**config.mk**
```make
export PLATFORM = sky130hd
export DESIGN_NAME = sexpr_char_tokenizer
export DESIGN_NICKNAME = d
export VERILOG_FILES = /design/src/hdl/sct_pkg.sv /design/src/hdl/sct_front.sv /design/src/hdl/sct_queue.sv /design/src/hdl/sct_back.sv /design/src/hdl/sexpr_char_tokenizer.sv
export SDC_FILE = /design/constraint.sdc
export NUM_CORES = 1
export LEC_CHECK = 0
export ABC_AREA = 1
export BUFFER_PORTS_ARGS = -buffer_cell sky130_fd_sc_hd__buf_2
export CORE_ASPECT_RATIO = 1.25
export CORE_MARGIN = 3
export CORE_UTILIZATION = 30
export CTS_BUF_LIST = sky130_fd_sc_hd__clkbuf_8
export CTS_CLUSTER_SIZE = 16
export DETAILED_ROUTE_END_ITERATION = 10
export GPL_ROUTABILITY_DRIVEN = 0
export PLACE_DENSITY = 0.52
export SYNTH_ARGS = -nofsm -noshare
export SYNTH_HDL_FRONTEND = slang
export SYNTH_SLANG_ARGS = --single-unit
```
**constraint.sdc**
```tcl
create_clock -name clock -period 3.5 [get_ports clock]
set_input_delay 0.175 -clock clock [delete_from_list [all_inputs] [get_ports clock]]
set_output_delay 0.175 -clock clock [all_outputs]
set_load 0.05 [all_outputs]
```
**src/hdl/sct_pkg.sv**
```systemverilog
// Package for the S-expression character tokenizer.
// Holds result kinds, character codes, lexer modes and the plan word type.
// No dependencies.
`default_nettype none

package sct_pkg;

   localparam int unsigned CHAR_W = 8;
   localparam int unsigned KIND_W = 2;
   localparam int unsigned MAX_RESULTS = 3;

   localparam logic [KIND_W-1:0] KIND_CHAR       = 2'd0;
   localparam logic [KIND_W-1:0] KIND_END_TOKEN  = 2'd1;
   localparam logic [KIND_W-1:0] KIND_END_SOURCE = 2'd2;

   localparam logic [1:0] MODE_NORMAL  = 2'd0;
   localparam logic [1:0] MODE_COMMENT = 2'd1;
   localparam logic [1:0] MODE_STRING  = 2'd2;

   localparam logic [CHAR_W-1:0] CH_NUL       = 8'h00;
   localparam logic [CHAR_W-1:0] CH_HASH      = 8'h23;
   localparam logic [CHAR_W-1:0] CH_SEMI      = 8'h3B;
   localparam logic [CHAR_W-1:0] CH_SPACE     = 8'h20;
   localparam logic [CHAR_W-1:0] CH_NEWLINE   = 8'h0A;
   localparam logic [CHAR_W-1:0] CH_TAB       = 8'h09;
   localparam logic [CHAR_W-1:0] CH_OPEN      = 8'h28;
   localparam logic [CHAR_W-1:0] CH_CLOSE     = 8'h29;
   localparam logic [CHAR_W-1:0] CH_QUOTE     = 8'h22;
   localparam logic [CHAR_W-1:0] CH_BACKSLASH = 8'h5C;

   // One accepted character expands into a plan of zero to three results.
   typedef struct packed {
      logic [1:0]        count;
      logic [KIND_W-1:0] kind2;
      logic [KIND_W-1:0] kind1;
      logic [KIND_W-1:0] kind0;
      logic [CHAR_W-1:0] ch;
   } plan_type;

   typedef struct packed {
      logic     push;
      plan_type plan;
   } push_type;

   typedef struct packed {
      logic     empty;
      logic     full;
      plan_type head;
   } queue_status_type;

endpackage

`default_nettype wire

```
**src/hdl/sct_front.sv**
```systemverilog
// Front end of the tokenizer: accepts characters, keeps the lexer state
// and turns each character into a plan of results. Uses sct_pkg.
`default_nettype none

module sct_front import sct_pkg::*; (
   input  wire logic              clock,
   input  wire logic              reset,
   input  wire logic              req_valid,
   output logic                   req_stall,
   input  wire logic [CHAR_W-1:0] req_src_char,
   input  wire logic              req_abort,
   input  wire logic              queue_full,
   output push_type               push
);

   logic       in_token_ff, in_token_in;
   logic [1:0] lex_mode_ff, lex_mode_in;
   logic       after_backslash_ff, after_backslash_in;
   logic       accept;
   plan_type   plan;
   logic [CHAR_W-1:0] c;

   assign req_stall = queue_full;
   assign accept = req_valid && !queue_full;
   assign c = req_src_char;

   always_comb begin
      plan = '0;
      plan.ch = c;
      in_token_in = in_token_ff;
      lex_mode_in = lex_mode_ff;
      after_backslash_in = after_backslash_ff;
      priority if (req_abort) begin
         plan.count = 2'd1;
         plan.kind0 = KIND_END_SOURCE;
         in_token_in = 1'b0;
         lex_mode_in = MODE_NORMAL;
         after_backslash_in = 1'b0;
      end else if (lex_mode_ff == MODE_STRING) begin
         if (c == CH_NUL) begin
            plan.count = 2'd2;
            plan.kind0 = KIND_END_TOKEN;
            plan.kind1 = KIND_END_SOURCE;
            in_token_in = 1'b0;
            lex_mode_in = MODE_NORMAL;
            after_backslash_in = 1'b0;
         end else if (c == CH_QUOTE && !after_backslash_ff) begin
            plan.count = 2'd2;
            plan.kind0 = KIND_CHAR;
            plan.kind1 = KIND_END_TOKEN;
            in_token_in = 1'b0;
            lex_mode_in = MODE_NORMAL;
            after_backslash_in = 1'b0;
         end else begin
            plan.count = 2'd1;
            plan.kind0 = KIND_CHAR;
            after_backslash_in = (c == CH_BACKSLASH);
         end
      end else if (c == CH_NUL) begin
         plan.count = 2'd1;
         plan.kind0 = KIND_END_SOURCE;
         in_token_in = 1'b0;
         lex_mode_in = MODE_NORMAL;
         after_backslash_in = 1'b0;
      end else if (lex_mode_ff == MODE_COMMENT) begin
         if (c == CH_NEWLINE) begin
            lex_mode_in = MODE_NORMAL;
         end
      end else if (c == CH_HASH || c == CH_SEMI) begin
         lex_mode_in = MODE_COMMENT;
      end else if (c == CH_SPACE || c == CH_NEWLINE || c == CH_TAB) begin
         if (in_token_ff) begin
            plan.count = 2'd1;
            plan.kind0 = KIND_END_TOKEN;
            in_token_in = 1'b0;
         end
      end else if (c == CH_OPEN || c == CH_CLOSE) begin
         if (in_token_ff) begin
            plan.count = 2'd3;
            plan.kind0 = KIND_END_TOKEN;
            plan.kind1 = KIND_CHAR;
            plan.kind2 = KIND_END_TOKEN;
         end else begin
            plan.count = 2'd2;
            plan.kind0 = KIND_CHAR;
            plan.kind1 = KIND_END_TOKEN;
         end
         in_token_in = 1'b0;
      end else if (c == CH_QUOTE) begin
         if (in_token_ff) begin
            plan.count = 2'd2;
            plan.kind0 = KIND_END_TOKEN;
            plan.kind1 = KIND_CHAR;
         end else begin
            plan.count = 2'd1;
            plan.kind0 = KIND_CHAR;
         end
         in_token_in = 1'b1;
         lex_mode_in = MODE_STRING;
         after_backslash_in = 1'b0;
      end else begin
         plan.count = 2'd1;
         plan.kind0 = KIND_CHAR;
         in_token_in = 1'b1;
         lex_mode_in = MODE_NORMAL;
      end
   end

   assign push.push = accept && (plan.count != 2'd0);
   assign push.plan = plan;

   always_ff @(posedge clock) begin
      if (reset) begin
         in_token_ff <= 1'b0;
         lex_mode_ff <= MODE_NORMAL;
         after_backslash_ff <= 1'b0;
      end else if (accept) begin
         in_token_ff <= in_token_in;
         lex_mode_ff <= lex_mode_in;
         after_backslash_ff <= after_backslash_in;
      end
   end

endmodule

`default_nettype wire

```
**src/hdl/sct_queue.sv**
```systemverilog
// Small queue of result plans between the tokenizer front and back ends.
// Uses sct_pkg for the plan type.
`default_nettype none

module sct_queue import sct_pkg::*; #(
   parameter int unsigned DEPTH = 4
) (
   input  wire logic       clock,
   input  wire logic       reset,
   input  push_type        push,
   input  wire logic       pop,
   output queue_status_type status
);

   localparam int unsigned PTR_W = $clog2(DEPTH);
   localparam int unsigned CNT_W = $clog2(DEPTH + 1);

   plan_type             store_ff [DEPTH];
   logic [PTR_W-1:0]     wr_ptr_ff, rd_ptr_ff;
   logic [CNT_W-1:0]     count_ff;
   logic                 do_push, do_pop;

   assign status.empty = (count_ff == '0);
   assign status.full  = (count_ff == CNT_W'(DEPTH));
   assign status.head  = store_ff[rd_ptr_ff];
   assign do_push = push.push && !status.full;
   assign do_pop  = pop && !status.empty;

   always_ff @(posedge clock) begin
      if (do_push) begin
         store_ff[wr_ptr_ff] <= push.plan;
      end
   end

   always_ff @(posedge clock) begin
      if (reset) begin
         wr_ptr_ff <= '0;
         rd_ptr_ff <= '0;
         count_ff <= '0;
      end else begin
         if (do_push) begin
            wr_ptr_ff <= (wr_ptr_ff == PTR_W'(DEPTH - 1)) ? '0 : wr_ptr_ff + 1'b1;
         end
         if (do_pop) begin
            rd_ptr_ff <= (rd_ptr_ff == PTR_W'(DEPTH - 1)) ? '0 : rd_ptr_ff + 1'b1;
         end
         if (do_push && !do_pop) begin
            count_ff <= count_ff + 1'b1;
         end else if (do_pop && !do_push) begin
            count_ff <= count_ff - 1'b1;
         end
      end
   end

endmodule

`default_nettype wire

```
**src/hdl/sct_back.sv**
```systemverilog
// Back end of the tokenizer: unrolls each plan into one result word per
// cycle when not stalled into a registered output stage. Uses sct_pkg.
`default_nettype none

module sct_back import sct_pkg::*; (
   input  wire logic              clock,
   input  wire logic              reset,
   input  queue_status_type       status,
   output logic                   pop,
   output logic                   rsp_valid,
   input  wire logic              rsp_stall,
   output logic [KIND_W-1:0]      rsp_kind,
   output logic [CHAR_W-1:0]      rsp_tok_char,
   output logic                   rsp_final_of_run
);

   logic              busy_ff;
   plan_type          cur_ff;
   logic [1:0]        idx_ff;
   logic              rsp_valid_ff;
   logic [KIND_W-1:0] rsp_kind_ff, rsp_kind_in;
   logic [CHAR_W-1:0] rsp_tok_char_ff, rsp_tok_char_in;
   logic              rsp_final_ff, rsp_final_in;
   plan_type          src;
   logic [1:0]        sidx;
   logic              have, out_free, advance;

   assign src = busy_ff ? cur_ff : status.head;
   assign sidx = busy_ff ? idx_ff : 2'd0;
   assign have = busy_ff || !status.empty;
   assign out_free = !rsp_valid_ff || !rsp_stall;
   assign advance = have && out_free;
   assign pop = advance && !busy_ff;

   always_comb begin
      unique case (sidx)
         2'd0: rsp_kind_in = src.kind0;
         2'd1: rsp_kind_in = src.kind1;
         2'd2: rsp_kind_in = src.kind2;
         default: rsp_kind_in = KIND_END_SOURCE;
      endcase
      rsp_tok_char_in = (rsp_kind_in == KIND_CHAR) ? src.ch : '0;
      rsp_final_in = (sidx == src.count - 2'd1);
   end

   always_ff @(posedge clock) begin
      if (advance) begin
         cur_ff <= src;
         idx_ff <= sidx + 2'd1;
         rsp_kind_ff <= rsp_kind_in;
         rsp_tok_char_ff <= rsp_tok_char_in;
         rsp_final_ff <= rsp_final_in;
      end
   end

   always_ff @(posedge clock) begin
      if (reset) begin
         busy_ff <= 1'b0;
         rsp_valid_ff <= 1'b0;
      end else if (advance) begin
         busy_ff <= !rsp_final_in;
         rsp_valid_ff <= 1'b1;
      end else if (out_free) begin
         rsp_valid_ff <= 1'b0;
      end
   end

   assign rsp_valid = rsp_valid_ff;
   assign rsp_kind = rsp_kind_ff;
   assign rsp_tok_char = rsp_tok_char_ff;
   assign rsp_final_of_run = rsp_final_ff;

endmodule

`default_nettype wire

```
**src/hdl/sexpr_char_tokenizer.sv**
```systemverilog
// Top level of the S-expression character tokenizer.
// Instantiates sct_front, sct_queue and sct_back; uses sct_pkg.
//
// The request channel takes one source character per word, with an abort
// flag; character zero marks the end of the source. The response channel
// carries one result per word: a token character, an end-of-token mark or
// an end-of-source mark, with a flag on the last result caused by a
// character. A character causes zero to three results.
// A character is accepted in the cycle it is offered unless the plan queue
// of QUEUE_DEPTH entries is full, so one character per cycle is sustained
// while each causes at most one result and the output is not stalled.
// The back end delivers one result per cycle unless the output stalls,
// so a character with two or three results takes the output for each of
// them in turn, and the queue absorbs the difference. An accepted
// character's plan is registered in the queue, then loaded into the output stage.
// While the receiver stalls, the output word holds and the queue fills;
// once it is full, req_stall is raised.
// Synchronous reset empties the queue and output stage and returns the
// lexer to normal mode outside any token.
`default_nettype none

module sexpr_char_tokenizer import sct_pkg::*; #(
   parameter int unsigned QUEUE_DEPTH = 4
) (
   input  wire logic              clock,
   input  wire logic              reset,
   input  wire logic              req_valid,
   output logic                   req_stall,
   input  wire logic [CHAR_W-1:0] req_src_char,
   input  wire logic              req_abort,
   output logic                   rsp_valid,
   input  wire logic              rsp_stall,
   output logic [KIND_W-1:0]      rsp_kind,
   output logic [CHAR_W-1:0]      rsp_tok_char,
   output logic                   rsp_final_of_run
);

   push_type         push;
   queue_status_type status;
   logic             pop;

   sct_front u_front (
      .clock        (clock),
      .reset        (reset),
      .req_valid    (req_valid),
      .req_stall    (req_stall),
      .req_src_char (req_src_char),
      .req_abort    (req_abort),
      .queue_full   (status.full),
      .push         (push)
   );

   sct_queue #(
      .DEPTH (QUEUE_DEPTH)
   ) u_queue (
      .clock  (clock),
      .reset  (reset),
      .push   (push),
      .pop    (pop),
      .status (status)
   );

   sct_back u_back (
      .clock            (clock),
      .reset            (reset),
      .status           (status),
      .pop              (pop),
      .rsp_valid        (rsp_valid),
      .rsp_stall        (rsp_stall),
      .rsp_kind         (rsp_kind),
      .rsp_tok_char     (rsp_tok_char),
      .rsp_final_of_run (rsp_final_of_run)
   );

endmodule

`default_nettype wire

```
# Word-level counts from Yosys, hierarchy flattened
# Memories as Yosys holds them, arrays and structs flattened. A register that Yosys moved wholly into a read port is not among the register bits.
# Cells that the tools add are included.
totals:
  reg_bits: 42
  mem_bits_rw: 64
  latchBits: 0
  wordCells: 160
  n_memories: 1
  in_bits: 13
  rom_bits: 0
memory_table:
  columns: ["memory", "words", "word_bits", "rd", "rd_clocked_by_memory_dff", "write_ports", "line", "rtl"]
  rows:
  - ["u_queue.store_ff", 4, 16, 1, 1, 1, "sct_queue.sv:18", "plan_type store_ff [DEPTH];"]
classes:
  n_div: 0
  bitwise: 0
  n_reduce_logical: 35
  n_eq_ne: 25
  n_addsub: 6
  n_shift: 0
  n_lt_le_gt_ge: 0
  n_mul: 0
  mux: 76
ops:
  columns: ["op", "count"]
  rows:
  - ["$mux 2", 29]
  - ["$eq 8x6->1 const B", 6]
  - ["$mux 4", 12]
  - ["$mux 1", 28]
  - ["$eq 8x4->1 const B", 2]
  - ["$mux 16", 1]
  - ["$mux 8", 2]
  - ["$ne 4x2->1 const B", 4]
  - ["$ne 6x2->1 const B", 2]
  - ["$logic_and 1x1->1", 9]
  - ["$logic_not 1->1", 9]
  - ["$mux 3", 3]
  - ["$eq 2x2->1 const B", 4]
  - ["$eq 8x7->1 const B", 1]
  - ["$logic_not 8->1", 1]
  - ["$add 2x1->2 const B", 3]
  - ["$logic_or 1x1->1", 6]
  - ["$pmux 2 s3", 1]
  - ["$reduce_and 6->1", 1]
  - ["$reduce_bool 2->1", 3]
  - ["$ne 5x3->1 const B", 1]
  - ["$reduce_and 5->1", 1]
  - ["$eq 2x1->1 const B", 2]
  - ["$logic_not 2->1", 2]
  - ["other kinds (9)", 9]

# Logic depth before layout (Yosys ltp)
logic_depth:
  word_depth: 22
  ltp_mapped: 18
  depth_no_buf: 18

# By module
# From an unflattened synthesis, not the netlist that was laid out.
hier_totals:
  hier_cells: 498
  area_unflattened_um2: 5009.8
by_module_without_submodules:
  columns: ["module", "instances", "area_each_um2", "cells_per_inst"]
  rows:
  - ["sct_queue", 1, 2859.0, 225]
  - ["sct_back", 1, 1380.1, 130]
  - ["sct_front", 1, 770.7, 143]

# Worst setup path after synthesis
# Ideal clock, no wire load.
synth_path:
  path_type: "in2reg"
  startpoint: "input req_src_char[2]"
  endpoint: "register u_queue.count_ff[2]"
  stages: 18
  setup_slack_ps: 1281
  setup_time_ps: 122
  arrival_ps: 2097
  path_cell_list: "inv_2 nand2_1 nor2_4 nand2_2 nand2_1 nand2_1 nand2_1 inv_2 nand3_2 nand2_1 inv_1 ha_1 inv_1 fa_1 a21oi_1 o21ai_0 o21ai_0 a21oi_1"
synth_via:
  elab_chain_cells: 15
synth_rtl:
  columns: ["item", "line", "rtl"]
  rows:
  - ["start: declaration", "sexpr_char_tokenizer.sv:29", "input wire logic [CHAR_W-1:0] req_src_char,"]
  - ["$eq 8x6->1, or another cell as far along", "sct_front.sv:47, sct_front.sv:89", null]
  - ["$mux 2, or another cell as far along", "sct_front.sv:89", "end else if (c == CH_QUOTE) begin"]
  - ["$mux 2 or $logic_or 1x1->1 (tied branches)", "sct_front.sv:77, sct_front.sv:71", null]
  - ["$mux 2", "sct_front.sv:71", "end else if (c == CH_SPACE || c == CH_NEWLINE || c == CH_TAB) begin"]
  - ["$mux 8", "sct_front.sv:69", "end else if (c == CH_HASH || c == CH_SEMI) begin"]
  - ["$mux 8", "sct_front.sv:65", "end else if (lex_mode_ff == MODE_COMMENT) begin"]
  - ["$mux 2", "sct_front.sv:59", "end else if (c == CH_NUL) begin"]
  - ["$mux 2 (*)", "sct_front.sv:39", "end else if (lex_mode_ff == MODE_STRING) begin"]
  - ["$mux 2 (*)", "sct_front.sv:33", "priority if (req_abort) begin"]
  - ["$reduce_bool 2->1 (*)", "sct_front.sv:109", "assign push.push = accept && (plan.count != 2'd0);"]
  - ["$logic_and 1x1->1 (*)", "sct_front.sv:109", null]
  - ["$logic_and 1x1->1 (*)", "sct_queue.sv:26", "assign do_push = push.push && !status.full;"]
  - ["via u_queue.do_push", "sct_queue.sv:21", "logic do_push, do_pop;"]
  - ["$logic_not 1->1", "sct_queue.sv:49", "end else if (do_pop && !do_push) begin"]
  - ["$logic_and 1x1->1", "sct_queue.sv:49", null]
  - ["$reduce_bool 2->1 (no line)", null, null]
  - ["end signal: assignment", "sct_queue.sv:48", "count_ff <= count_ff + 1'b1;"]
  - ["end signal: assignment", "sct_queue.sv:50", "count_ff <= count_ff - 1'b1;"]
  - ["end: declaration", "sct_queue.sv:20", "logic [CNT_W-1:0] count_ff;"]
# The timed path passes the listed nets; every way through them passes the cells marked *.
# A chain may end at the register's enable or synchronous reset.

# Worst setup path in the final report
layout_path:
  startpoint: "register u_front.lex_mode_ff[1]"
  endpoint: "register u_queue.count_ff[2]"
layout_via:
  elab_chain_cells: 11
layout_rtl:
  columns: ["item", "line", "rtl"]
  rows:
  - ["start: declaration", "sct_front.sv:17", "logic [1:0] lex_mode_ff, lex_mode_in;"]
  - ["start signal: assignment", "sct_front.sv:119", "lex_mode_ff <= lex_mode_in;"]
  - ["$eq 2x1->1", "sct_front.sv:65", null]
  - ["$mux 8", "sct_front.sv:65", null]
  - ["$mux 2", "sct_front.sv:59", null]
  - ["$mux 2 (*)", "sct_front.sv:39", null]
  - ["$mux 2 (*)", "sct_front.sv:33", null]
  - ["$reduce_bool 2->1 (*)", "sct_front.sv:109", null]
  - ["$logic_and 1x1->1 (*)", "sct_front.sv:109", null]
  - ["$logic_and 1x1->1 (*)", "sct_queue.sv:26", null]
  - ["via u_queue.do_push", "sct_queue.sv:21", null]
  - ["$logic_not 1->1", "sct_queue.sv:49", null]
  - ["$logic_and 1x1->1", "sct_queue.sv:49", null]
  - ["$reduce_bool 2->1 (no line)", null, null]
# Marks and branches as above.

==> qor.yml <==
rsz0062_at_grt: "false"
drv_cap: 0
outcome: "complete, no violations"
fill_cells: 1593
synth_cells: 469
layout.nets: 524
synthToLayoutAreaGrowth_pct: 12.4
cts_tree: "yes"
seq_area_frac_synth_pct: 61.8
crit_fanout: 6
hold_path_class: "in -> reg"
core_area_mm2: 0.0156
first_global_vias: 3096
required_ns: 3.76
skew_ns: 0.00880
grt_pass1_wl_mm: 15.2
drt_iter0_drc: 148
ant_nets: 0
grt_usage_pct: 10.9
setup_viol_count_final: 0
cts.path.max_buffers: 2
regToRegSetupSlack_ns: 1.02
vias: 3113
p_sw_uw: 1640
fin_ws_ns: 1.02
fin_crit_ns: 2.48
yosysUniqueCellTypes: 38
clock.fmax_mhz: 404
ys.flop_type: "edfxtp_1"
cts_hold_buf: 0
die_width_um: 119
fin_tns_setup_ns: 0
critPathCaptureType: "register"
syn-num-nets: 493
diodes: 0
hpwl_mm: 6.36
yosysWarnings: 0
hold_violations: 0
cts_resized: 0
syn-cell-area_mm2: 0.00481
grt_max_degree: 31
die-area_mm2: 0.0176
ir_drop_mv: 0.236
synthArstFlopShare_pct: 0
power.density_mw_per_mm2: 795
place_area_mm2: 0.00516
syn_area_per_cell_um2: 10.2
p_leak_uw: 0.00220
initial_core_util_pct: 30.7
path_clk_slew_ns: 0.10
crit_type: "reg -> reg"
combPwrFrac_pct: 35.7
remaining_drc_errors: 0
synth_edf_count: 89
tightest_slew_ns: 0.547
avgRoutedWirePerCell_um: 12.7
relSlewSlack_pct: 63.3
overflow: 0
cts_sinks: 104
seqPwrFrac_pct: 43.5
cts_buffers: 9
intPower_uw: 2660
htree_levels: 3
ys_seq_elements: 104
fin_area_mm2: 0.00540
port_buffers: 25
num_rows: 51
drt-total-wl_mm: 9.12
switching_share_pct: 38.1
root_buffer: "clkbuf_8"
layout-drive-gt1-share_pct: 17.8
slew_viol_final: 0
dr.pass1.iters: 4
insertion_delay_ns: 0.38
die_y_um: 148
ioPinCount: 26
vias_per_cell: 4.34
clkPwrFrac_pct: 20.8
postCtsSetupBuffers: 0
antenna_found_initial: 0
finalCritPeriodShare_pct: 70.8
arrival_ns: 2.74
place_ws_ns: 0.879
start_kind: "register"
metal layers:
layer | global-route usage, % | vias up | part of all wire [%]
met3 | 2.68 | 14 | 3.1
met2 | 19.3 | 42 | 51
li1 | - | 1617 | -
met1 | 12.5 | 1440 | 43
met4 | 4.70 | 0 | 2.6
met5 | 0 | - | 0
logic make-up after synthesis:
kind of cell               Yosys count  synth area share, %
buffers and inverters               81                 7.26
xor gates and xnor gates             1                0.182
and+or+nand+nor                    193                 18.3
DFF                                104                 61.8
AOI/OAI and AO/OA                   79                 9.42
adders and majority gates           11                 3.02
cells in the final DEF (no fill, tap or decap), drive strengths merged:
master / instances
nor2: 87
bufinv: 3
o211ai: 4
clkinv: 2
nor3: 2
o21ai: 52
o22ai: 8
clkbuf: 9
xor2: 1
nand4: 2
nand3b: 2
nor3b: 1
dfxtp: 15
nand2: 82
inv: 69
buf: 32
nand3: 16
a31oi: 1
a21oi: 12
o211a: 1
nor4: 1
ha: 10
clkinvlp: 2
edfxtp: 89
fa: 1
a211oi: 1
sequential cells by signal, indices dropped and copies added, names as in the netlist, named ones only:
signal / flops
u_back.cur_ff: 16
u_back.idx_ff: 2
u_back.rsp_valid: 1
u_queue.rd_ptr_ff: 2
u_back.rsp_tok_char: 8
u_queue.wr_ptr_ff: 2
u_front.lex_mode_ff: 2
u_front.after_backslash_ff: 1
u_front.in_token_ff: 1
u_back.rsp_final_of_run: 1
u_back.busy_ff: 1
u_back.rsp_kind: 2
u_queue.count_ff: 3
u_queue.store_ff: 60
critical path, cell delays in order, from the launching register on:
cell and delay (ns):
dfxtp_1 0.32, inv_1 0.05, nor2_1 0.28, nand3_1 0.14, nand2_1 0.12, inv_2 0.05, nand3_2 0.10, nand2_1 0.12
inv_1 0.07, ha_1 0.13, inv_1 0.07, fa_1 0.43, a21oi_1 0.14, o21ai_0 0.11, o21ai_0 0.18, a21oi_1 0.06
Yosys cell counts, types with 3 or more instances:
library cell / instances / share of area, %
a21oi_1: 10 / 1.0
buf_2: 6 / 0.62
buf_6: 3 / 0.70
dfxtp_1: 15 / 6.2
edfxtp_1: 89 / 56
ha_1: 10 / 2.6
inv_1: 57 / 4.5
inv_2: 11 / 0.86
nand2_1: 74 / 5.8
nand2_2: 7 / 0.91
nand3_1: 13 / 1.4
nand3_2: 3 / 0.62
nor2_1: 72 / 5.6
nor2_2: 10 / 1.3
nor2_4: 5 / 1.2
o211ai_1: 3 / 0.47
o21ai_0: 33 / 3.4
o21ai_1: 19 / 2.0
o22ai_1: 8 / 1.0
through the flow:
stage | std cells | power [uW] | hold slack [ns] | utilization [%]
2_1_floorplan | 469 | 3120 | 0.237 | -
3_3_place_gp | 701 | 3430 | 0.429 | 33.0
3_5_place_dp | 701 | 3460 | 0.433 | 33.0
4_1_cts | 717 | 4360 | 0.0241 | 34.6
5_1_grt | 717 | 4620 | 0.0197 | 34.6
6_report | 717 | 4300 | 0.0459 | 34.6
power by group through the flow:
stage / Combinational, uW / Sequential [uW] / Clock (uW)
floorplan: 999 / 2120 / 0
global placement: 1530 / 1900 / 0
detailed placement: 1560 / 1900 / 0
CTS: 1560 / 1870 / 929
global route: 1740 / 1900 / 974
finish: 1530 / 1870 / 894
path summary, 6_finish.rpt:
check                                      startpoint                               end  cells past startpoint
hold reg to reg      u_queue.count_ff[1]$_SDFFE_PP0P_  u_queue.count_ff[1]$_SDFFE_PP0P_                      2
setup / recovery  u_front.lex_mode_ff[1]$_SDFFE_PP0P_  u_queue.count_ff[2]$_SDFFE_PP0P_                     15
setup reg to reg  u_front.lex_mode_ff[1]$_SDFFE_PP0P_  u_queue.count_ff[2]$_SDFFE_PP0P_                     15
hold / removal                        req_src_char[7]  u_queue.store_ff[3][7]$_DFFE_PP_                      1
layout make-up:
class                      instances  area, um^2  share of cell area [%]
clock buffer                       9         124                    2.29
clock inverter                     7         119                    2.20
inverter                          69         259                    4.79
multi-input combinational        284        1490                    27.5
sequential                       104        2970                    55.0
tap                              212         265                    4.91
timing repair buffer              32         178                    3.29
No activity file was read; power rests on OpenSTA's default activity.
